<file path="src/hw/rtl/hrs_pkg.sv">
`default_nettype none
// ----------------------------------------------------------------------------
// hrs_pkg : shared types and constants of the heun radial stepper
// word widths, fixed point format, datapath commands and saturation helper
// ----------------------------------------------------------------------------
package hrs_pkg;

    localparam int WORD_W    = 48;
    localparam int FRAC_BITS = 32;
    localparam int DX_W      = WORD_W - 1;
    localparam int L_W       = 3;
    localparam int MAG_W     = WORD_W + 1;
    localparam int LO_W      = (MAG_W + 1) / 2;
    localparam int PROD_W    = 2 * MAG_W;
    localparam int EXT_W     = WORD_W + 4;
    localparam int CFG_IDX_W = 3;

    typedef logic signed [WORD_W-1:0] word_t;
    typedef logic signed [MAG_W-1:0]  wide_t;
    typedef logic signed [EXT_W-1:0]  ext_t;

    localparam word_t WORD_MAX = word_t'({1'b0, {(WORD_W-1){1'b1}}});
    localparam word_t WORD_MIN = word_t'({1'b1, {(WORD_W-1){1'b0}}});

    typedef enum logic [CFG_IDX_W-1:0] {
        CFG_ORBITAL_L  = CFG_IDX_W'(0),
        CFG_ENERGY     = CFG_IDX_W'(1),
        CFG_STEP_DX    = CFG_IDX_W'(2),
        CFG_INWARD     = CFG_IDX_W'(3),
        CFG_START_L    = CFG_IDX_W'(4),
        CFG_START_M    = CFG_IDX_W'(5)
    } cfg_idx_t;

    typedef enum logic [3:0] {
        DP_NOP        = 4'd0,
        DP_LOAD_START = 4'd1,
        DP_CAPTURE    = 4'd2,
        DP_MUL_RR     = 4'd3,
        DP_DV         = 4'd4,
        DP_MUL_AB     = 4'd5,
        DP_MUL_AL     = 4'd6,
        DP_WK         = 4'd7,
        DP_F          = 4'd8,
        DP_MUL_DXF0   = 4'd9,
        DP_MT         = 4'd10,
        DP_MUL_DXMM   = 4'd11,
        DP_LN         = 4'd12,
        DP_MUL_DXFF   = 4'd13,
        DP_MN         = 4'd14
    } dp_op_t;

    typedef struct packed {
        dp_op_t op;
        logic   phase;
    } hrs_cmd_t;

    typedef struct packed {
        logic mul_done;
        logic first;
    } hrs_sts_t;

    typedef struct packed {
        logic  clip;
        word_t val;
    } sat_res_t;

    // clip an extended value into the word range
    function automatic sat_res_t sat_word(input ext_t v);
        logic [EXT_W-WORD_W:0] hi;
        sat_res_t              res;
        hi       = v[EXT_W-1:WORD_W-1];
        res.clip = (hi != '0) && (hi != '1);
        if (!res.clip)
        begin
            res.val = v[WORD_W-1:0];
        end
        else if (v[EXT_W-1])
        begin
            res.val = WORD_MIN;
        end
        else
        begin
            res.val = WORD_MAX;
        end
        return res;
    endfunction

endpackage
`default_nettype wire

</file>
<file path="src/hw/rtl/hrs_ctrl.sv">
`default_nettype none
// ----------------------------------------------------------------------------
// hrs_ctrl : stepper sequencer
// walks the heun step one operation at a time and owns both handshakes
// ----------------------------------------------------------------------------
module hrs_ctrl
(
    input  wire logic              clk,
    input  wire logic              rst_n,
    input  wire logic              in_valid,
    output logic                   in_ready,
    output logic                   out_valid,
    input  wire logic              out_ready,
    input  wire hrs_pkg::hrs_sts_t sts,
    output hrs_pkg::hrs_cmd_t      cmd
);

    typedef enum logic [13:0] {
        S_IDLE   = 14'h0001,
        S_MRR    = 14'h0002,
        S_DV     = 14'h0004,
        S_MAB    = 14'h0008,
        S_MAL    = 14'h0010,
        S_WK     = 14'h0020,
        S_F      = 14'h0040,
        S_MDXF0  = 14'h0080,
        S_MT     = 14'h0100,
        S_MDXMM  = 14'h0200,
        S_LN     = 14'h0400,
        S_MDXFF  = 14'h0800,
        S_MN     = 14'h1000,
        S_MWAIT  = 14'h2000
    } state_t;

    state_t state_reg;
    state_t state_next;
    state_t ret_reg;
    state_t ret_next;
    logic   phase_reg;
    logic   phase_next;
    logic   out_valid_reg;
    logic   out_valid_next;

    assign in_ready  = (state_reg == S_IDLE);
    assign out_valid = out_valid_reg;

    always_comb
    begin
        state_next     = state_reg;
        ret_next       = ret_reg;
        phase_next     = phase_reg;
        out_valid_next = out_valid_reg & ~out_ready;
        cmd.op         = hrs_pkg::DP_NOP;
        cmd.phase      = phase_reg;
        case (state_reg)
            S_IDLE:
            begin
                if (in_valid)
                begin
                    if (sts.first)
                    begin
                        cmd.op = hrs_pkg::DP_LOAD_START;
                    end
                    else
                    begin
                        cmd.op     = hrs_pkg::DP_CAPTURE;
                        phase_next = 1'b0;
                        state_next = S_MRR;
                    end
                end
            end
            S_MRR:
            begin
                cmd.op     = hrs_pkg::DP_MUL_RR;
                ret_next   = S_DV;
                state_next = S_MWAIT;
            end
            S_DV:
            begin
                cmd.op     = hrs_pkg::DP_DV;
                state_next = S_MAB;
            end
            S_MAB:
            begin
                cmd.op     = hrs_pkg::DP_MUL_AB;
                ret_next   = S_MAL;
                state_next = S_MWAIT;
            end
            S_MAL:
            begin
                cmd.op     = hrs_pkg::DP_MUL_AL;
                ret_next   = S_WK;
                state_next = S_MWAIT;
            end
            S_WK:
            begin
                cmd.op     = hrs_pkg::DP_WK;
                state_next = S_F;
            end
            S_F:
            begin
                cmd.op     = hrs_pkg::DP_F;
                state_next = phase_reg ? S_MDXFF : S_MDXF0;
            end
            S_MDXF0:
            begin
                cmd.op     = hrs_pkg::DP_MUL_DXF0;
                ret_next   = S_MT;
                state_next = S_MWAIT;
            end
            S_MT:
            begin
                cmd.op     = hrs_pkg::DP_MT;
                state_next = S_MDXMM;
            end
            S_MDXMM:
            begin
                cmd.op     = hrs_pkg::DP_MUL_DXMM;
                ret_next   = S_LN;
                state_next = S_MWAIT;
            end
            S_LN:
            begin
                cmd.op     = hrs_pkg::DP_LN;
                phase_next = 1'b1;
                state_next = S_MRR;
            end
            S_MDXFF:
            begin
                cmd.op     = hrs_pkg::DP_MUL_DXFF;
                ret_next   = S_MN;
                state_next = S_MWAIT;
            end
            S_MN:
            begin
                // commit only once the result register is free
                if (!out_valid_reg || out_ready)
                begin
                    cmd.op         = hrs_pkg::DP_MN;
                    out_valid_next = 1'b1;
                    state_next     = S_IDLE;
                end
            end
            S_MWAIT:
            begin
                if (sts.mul_done)
                begin
                    state_next = ret_reg;
                end
            end
            default:
            begin
                state_next = S_IDLE;
            end
        endcase
    end

    always_ff @(posedge clk or negedge rst_n)
    begin
        if (!rst_n)
        begin
            state_reg     <= S_IDLE;
            ret_reg       <= S_IDLE;
            phase_reg     <= 1'b0;
            out_valid_reg <= 1'b0;
        end
        else
        begin
            state_reg     <= state_next;
            ret_reg       <= ret_next;
            phase_reg     <= phase_next;
            out_valid_reg <= out_valid_next;
        end
    end

endmodule
`default_nettype wire

</file>
<file path="config.mk">
export PLATFORM = sky130hd
export DESIGN_NAME = hrs_ctrl
export DESIGN_NICKNAME = d
export VERILOG_FILES = /design/src/hw/rtl/hrs_pkg.sv /design/src/hw/rtl/hrs_ctrl.sv
export SDC_FILE = /design/constraint.sdc
export NUM_CORES = 1
export LEC_CHECK = 0
export BUFFER_PORTS_ARGS = -buffer_cell sky130_fd_sc_hd__buf_2
export CAP_MARGIN = 5
export CORE_MARGIN = 4
export CORE_UTILIZATION = 57
export CTS_CLUSTER_SIZE = 24
export DETAILED_ROUTE_END_ITERATION = 8
export PLACE_DENSITY = 0.81
export SLEW_MARGIN = 20
export SYNTH_ARGS = -nofsm -noshare
export SYNTH_HDL_FRONTEND = slang
export SYNTH_SLANG_ARGS = --single-unit
</file>
<file path="constraint.sdc">
create_clock -name clk -period 2.6 [get_ports clk]
set_input_delay 0.26 -clock clk [delete_from_list [all_inputs] [get_ports clk]]
set_output_delay 0.26 -clock clk [all_outputs]
set_load 0.02 [all_outputs]
</file>
==> results of run 1 <==
-- area by class of cell --
class                      instances  area share
clock buffer                       3     0.01514
clock inverter                     1    0.003364
timing repair buffer              18     0.07233
multi-input combinational         92      0.4937
inverter                           1    0.002523
tap                               28     0.02355
sequential                        23      0.3894
-- critical path: stages, from the launching register on --
cell	delay, ps
dfrtp_1	500
or4_4	640
nor3_2	390
nor3_1	140
nand4_1	120
buf_2	170
-- worst max-delay path by stage --
stage,to,slack (ps),cells past startpoint
2_1_floorplan,cmd[1],500,4
3_3_place_gp,cmd[4],380,5
3_5_place_dp,cmd[2],290,6
4_1_cts,cmd[4],30,5
5_1_grt,cmd[3],-30,5
6_report,cmd[2],60,5
-- Yosys cell counts, types with 3 or more instances --
library cell  number  area share
or4b_2             4       0.030
nor3_1             4       0.015
nor4_4             5       0.080
nor4_1             5       0.024
nand3_1            3       0.011
nor4b_1            3       0.020
nand2_1            8       0.023
nand4_1            4       0.019
and3_2             4       0.023
a21o_1             3       0.017
nor2_1            10       0.028
a22o_1             3       0.020
nor2b_1            3       0.014
dfrtp_1           21        0.40
xor2_1             3       0.020
-- metal layers --
layer  vias to the layer above  part of all wire
li1                        498                 -
met1                       508              0.43
met2                        43              0.50
met3                         7             0.055
met4                         0             0.017
met5                         -                 0
-- repair_timing --
item | 4_1_cts | 5_1_grt
resized for setup | 1 | 6
pin swaps | 0 | 3
setup buffers | 0 | 3
hold endpoints to repair | 21 | 0
endpoints found under the setup margin | 3 | 3
hold buffers | 1 | 0
-- power breakdown --
| part | total (µW) | switching (µW) | leakage (µW) | internal (µW) |
|---|---|---|---|---|
| sequential | 411 | 26.5 | 0.000308 | 385 |
| clock | 167 | 109 | 0.0000177 | 57.7 |
| combinational | 302 | 175 | 0.000424 | 127 |
-- cells by family after synthesis --
group | count (synthesis) | share of synthesized area
buffers and inverters | 5 | 0.03121
AO/OA/AOI/OAI | 13 | 0.07663
flip-flops | 23 | 0.4371
AND/OR/NAND/NOR | 75 | 0.4286
XOR/XNOR | 4 | 0.02649
-- stage by stage --
step	area, µm²	utilization
floorplan	1323	-
global placement	1395	0.6307
detailed placement	1395	0.6307
CTS	1436	0.6493
global route	1488	0.6725
finish	1488	0.6725
==> out/results.tsv, run 1 <==
metric	value	unit
status	completed	
met3 global-route usage	0.02088	
WS Path Type	reg2out	
Reg2Reg Setup Slack	450	ps
Reg area	579.3	µm²
most used routing layer in global routing	met2	
DIE HEIGHT	56.17	µm
gpl congestion	0.9294	
IO Count	13	
R2R Path Start	state_reg[5]$_DFFE_PN0P_	
layout cells sized above 1	0.3768	
Syn Area/Cell	11.02	µm²
# setup viols final	0	
Final Worst Setup Slack	58.30	ps
Clock Latency Late Sink	320	ps
Top FF cell, synth	dfrtp_1	
Cells after Synth	120	
Finished Layout Cells	166	
Pleak	0.0007496	µW
critical hold path startpoint	out_ready	
DRT Pass-1 Iters	4	
critical-path maximum fanout	8	
Die ar.	0.003155	mm²
Critical Path AT	2280	ps
ys async rst share	1.000	
IO buf count	12	
worst hold stages	3	
Max-cap violations	0	
Clock Pin Slew Worst Setup and Hold Paths	130	ps
Starting Density	0.5979	
vias after detailed routing	1056	
Clock Sink Count	23	
Global Route met1 Usage	0.2770	
GR Overflow Total	0	
required time of the critical path	2340	ps
Routed Antenna Nets	0	
CTS tree	yes	
CTS root buffer	clkbuf_4	
sequential share of the synthesized area	0.4371	
setup tns final	0	ps
Tcrit/Tclk final	0.9776	
Hold Path End	out_valid$_DFF_PN0_	
Final Hold Viols	0	
Worst Setup SP	state_reg[2]$_DFFE_PN0P_	
number of flip-flops in the largest register	14	
largest net degree at the start of global routing	24	
Iter 0 DRT Violations	47	
antenna cells	0	
depth of the worst register-to-register path	5	
synth unique cells	44	
Max H-tree Level	1	
Num CTS Buffers	3	
pre-CTS setup slack	289.2	ps
RR Endpoint	state_reg[0]$_DFFE_PN1P_	
commonest cells after routing, fill and taps aside	20 x dfrtp_1, 12 x buf_2, 10 x nor2_1, 8 x nand2_1	
Synth Register Bits	23	
Mapped Area	0.001323	mm²
vias in the first global route	1069	
area of the multi-input gates	734.5	µm²
Hold Path Class	in2reg	
drt wl/cell	18.22	µm
Worst Tran Pin Value	861.5	ps
filler instances	183	
core region area	0.002212	mm²
startpoint class of the critical path	flop	
Power, Total	880.1	µW
syn nets	126	
Rows	17	
nets	145	
hpwl dp	2224	µm
commonest non-fill, non-tap cell in the layout	dfrtp_1	
Worst slew margin	0.4213	
P&R area growth vs syn	12.49	%
final period demand of the worst path	2542	ps
Routed WL	3024	µm
maximum vdd drop	537.6	µV
Hold Slack	250.6	ps
first-pass GRT wire length	5057	µm
Yosys warning total	0	
placed cells	158	
CP Capture Type	primary output	
Max Fclk	393.4	MHz
RSZ-0062 raised after global routing	yes	
DR vias/cell	6.361	
Slew Limit Fails	0	
GRT Total Usage	0.2042	
Post-synth EDFFs	0	
Bufs on Longest Clock Path	2	
grt met2 use	0.3356	
Die Wd	56.17	µm
P per Cell Area	591.6	mW/mm²
initial antenna violation count	0	
clk_skew	5.282	ps
drt drc	0	
Power figures use the tool's default switching activity.
==> run 2: changes to the inputs <==
--- a/config.mk
+++ b/config.mk
@@ -5,6 +5,7 @@
 export SDC_FILE = /design/constraint.sdc
 export NUM_CORES = 1
 export LEC_CHECK = 0
+export ABC_AREA = 1
 export BUFFER_PORTS_ARGS = -buffer_cell sky130_fd_sc_hd__buf_2
 export CAP_MARGIN = 5
 export CORE_MARGIN = 4
==> run 2 against run 1 <==
  * Sequential power grew 1%
  * Setup slack gained 460 ps
  * Synthesized cell count grew 43%
  * Clock power shrank 4%
  * Global-route usage shrank 2.6 points
  * Combinational power grew 33%
  * Area after synthesis shrank 0.66%
  * Cell area shrank 3.4%
  * Flip-flop and latch count is the same
  * First-iteration DRC count grew 45%
==> out/results.tsv, run 2 <==
metric	value	unit
status	completed	
Reg area	578.1	µm²
area post-placement	0.001401	mm²
Routed Antenna Nets	0	
placed cells	210	
Tcrit/Tclk final	0.8008	
IO Count	13	
Mapped Area	0.001314	mm²
critical-path maximum fanout	10	
DRT Pass-1 Iters	4	
sequential share of the synthesized area	0.4400	
Cells after Synth	171	
clock share of power	0.164	
CP delay by family, top	simple AND/OR/NAND/NOR gates	
filler instances	198	
RSZ-0062 raised after global routing	no	
Max-cap violations	0	
sequential share of power	0.426	
leading area contributor after synthesis	dfrtp_1	
CTS root buffer	clkbuf_4	
Gate power share	0.409	
critical-path cell list	nor2_1, nand3_1, inv_2, nand2_1, nor2_1, nor3b_1, nand4_1, buf_2	
Final Hold Viols	0	
Post-synth EDFFs	0	
Clock Latency Late Sink	300	ps
Max Fclk	480.3	MHz
Max stage delay on crit path	410	ps
setup bufs post-CTS	0	
commonest cells after routing, fill and taps aside	36 x nand2_1, 32 x nor2_1, 26 x inv_1, 21 x dfrtp_1, 12 x buf_2	
IO buf count	12	
Top FF cell, synth	dfrtp_1	
Hold Path End	out_valid$_DFF_PN0_	
Crit-path slowest cell	dfrtp_1	
clk_skew	4.679	ps
worst hold stages	4	
Clock Sink Count	23	
Commonest cells post-synth	36 x nand2_1, 32 x nor2_1, 26 x inv_1	
vias in the first global route	1079	
synth unique cells	23	
Synth top area share	0.4000	
commonest non-fill, non-tap cell in the layout	nand2_1	
hpwl dp	2128	µm
drt wl/cell	12.24	µm
most frequent cell after synthesis	nand2_1	
Rows	17	
nets	194	
P per Cell Area	681.1	mW/mm²
R2R Path Start	state_reg[5]$_DFFE_PN0P_	
Yosys warning total	0	
Worst Tran Pin Value	492.7	ps
setup tns final	0	ps
critical hold path startpoint	out_ready	
antenna cells	0	
layout cells sized above 1	0.2086	
number of flip-flops in the largest register	14	
gpl congestion	0.9784	
Hold Path Class	in2reg	
Sw Pwr	400.7	µW
required time of the critical path	2340	ps
startpoint class of the critical path	flop	
Slew Limit Fails	0	
Num CTS Buffers	3	
Clock Pin Slew Worst Setup and Hold Paths	120	ps
CP Capture Type	primary output	
RR Endpoint	state_reg[10]$_DFFE_PN0P_	
Die ar.	0.003137	mm²
ys async rst share	1.000	
final period demand of the worst path	2082	ps
drt drc	0	
# setup viols final	0	
Hold Slack	221.2	ps
Starting Density	0.5939	
Synth area leaders	dfrtp_1 40%, nand2_1 10%, nor2_1 9.1%	
maximum vdd drop	351.1	µV
Worst slew margin	0.6715	
WS Path Type	reg2out	
depth of the worst register-to-register path	6	
Internal	578.4	µW
Finished Layout Cells	215	
DIE HEIGHT	56.01	µm
area of the multi-input gates	623.1	µm²
core region area	0.002212	mm²
GR Overflow Total	0	
GRT Total Usage	0.1778	
initial antenna violation count	0	
Die Wd	56.01	µm
Critical Path AT	1820	ps
vias after detailed routing	1119	
Top cell by count, worst path	nor2_1	
Routed WL	2632	µm
Net Sw Frac	0.4092	
largest net degree at the start of global routing	24	
Syn Area/Cell	7.683	µm²
Max H-tree Level	1	
DR vias/cell	5.205	
cell area after layout	0.001438	mm²
worst path bufs/invs	2	
P&R area growth vs syn	9.429	%
Reg2Reg Setup Slack	1020	ps
CTS tree	yes	
Pleak	0.0008216	µW
Synth Register Bits	23	
Iter 0 DRT Violations	68	
Bufs on Longest Clock Path	2	
first-pass GRT wire length	4512	µm
syn nets	177	
==> run 2: cell families (layout without fill, tap and decap cells) <==
| logic type | count (synthesis) | after routing | synth area share |
|---|---|---|---|
| simple gates | 110 | 110 | 0.4314 |
| flops | 23 | 23 | 0.4400 |
| compound gates | 9 | 9 | 0.04285 |
| buf+inv | 29 | 45 | 0.08572 |
==> run 2: how the worst max path moves through the flow <==
stage                             startpoint      to  slack [ps]  depth (start not counted)
floorplan           state_reg[9]$_DFFE_PN0P_  cmd[1]        1000                          7
global placement    state_reg[0]$_DFFE_PN1P_  cmd[2]         880                          8
detailed placement  state_reg[0]$_DFFE_PN1P_  cmd[2]         850                          8
CTS                 state_reg[0]$_DFFE_PN1P_  cmd[2]         510                          8
global route        state_reg[0]$_DFFE_PN1P_  cmd[1]         400                          8
finish              state_reg[9]$_DFFE_PN0P_  cmd[2]         520                          8
==> run 2: layer usage <==
metal  up-vias  part of all wire  track usage
met2        43              0.48       0.2972
met5         -                 0            0
met3         7             0.056      0.02552
li1        556                 -            -
met1       513              0.45       0.2328
met4         0             0.015      0.06441
==> run 2: cell type report <==
cell class                      instances  area share
Clock buffer                            4     0.01828
Inverter                               28     0.07311
Multi-Input combinational cell        119      0.4334
Sequential cell                        23      0.4021
Tap cell                               28     0.02437
Timing Repair Buffer                   13     0.04874
==> run 2: timing repair <==
item	in CTS	in global routing
endpoints found under the hold margin	21	0
hold buffers	1	0
gates resized for setup	0	0
==> run 2: power by group through the flow <==
stage	clock network (µW)	registers (µW)	logic (µW)
2_1_floorplan	0	420	303
6_report	161	417	401
4_1_cts	165	416	398
5_1_grt	187	420	436
3_5_place_dp	0	424	395
3_3_place_gp	0	421	387
==> run 2: stage by stage <==
step | utilization | worst slack [ps] | total power (µW)
4_1_cts | 0.6499 | 510.1 | 979.5
3_5_place_dp | 0.6335 | 850.1 | 818.7
3_3_place_gp | 0.6335 | 883.1 | 807.9
5_1_grt | 0.6499 | 401.8 | 1044
2_1_floorplan | - | 995.1 | 722.9
6_report | 0.6499 | 517.9 | 979.1
==> run 2: tightest hold or removal path, stage by stage <==
cell and delay [ps]:
buf_2 70, inv_1 40, nand2_1 70, nand2_1 60
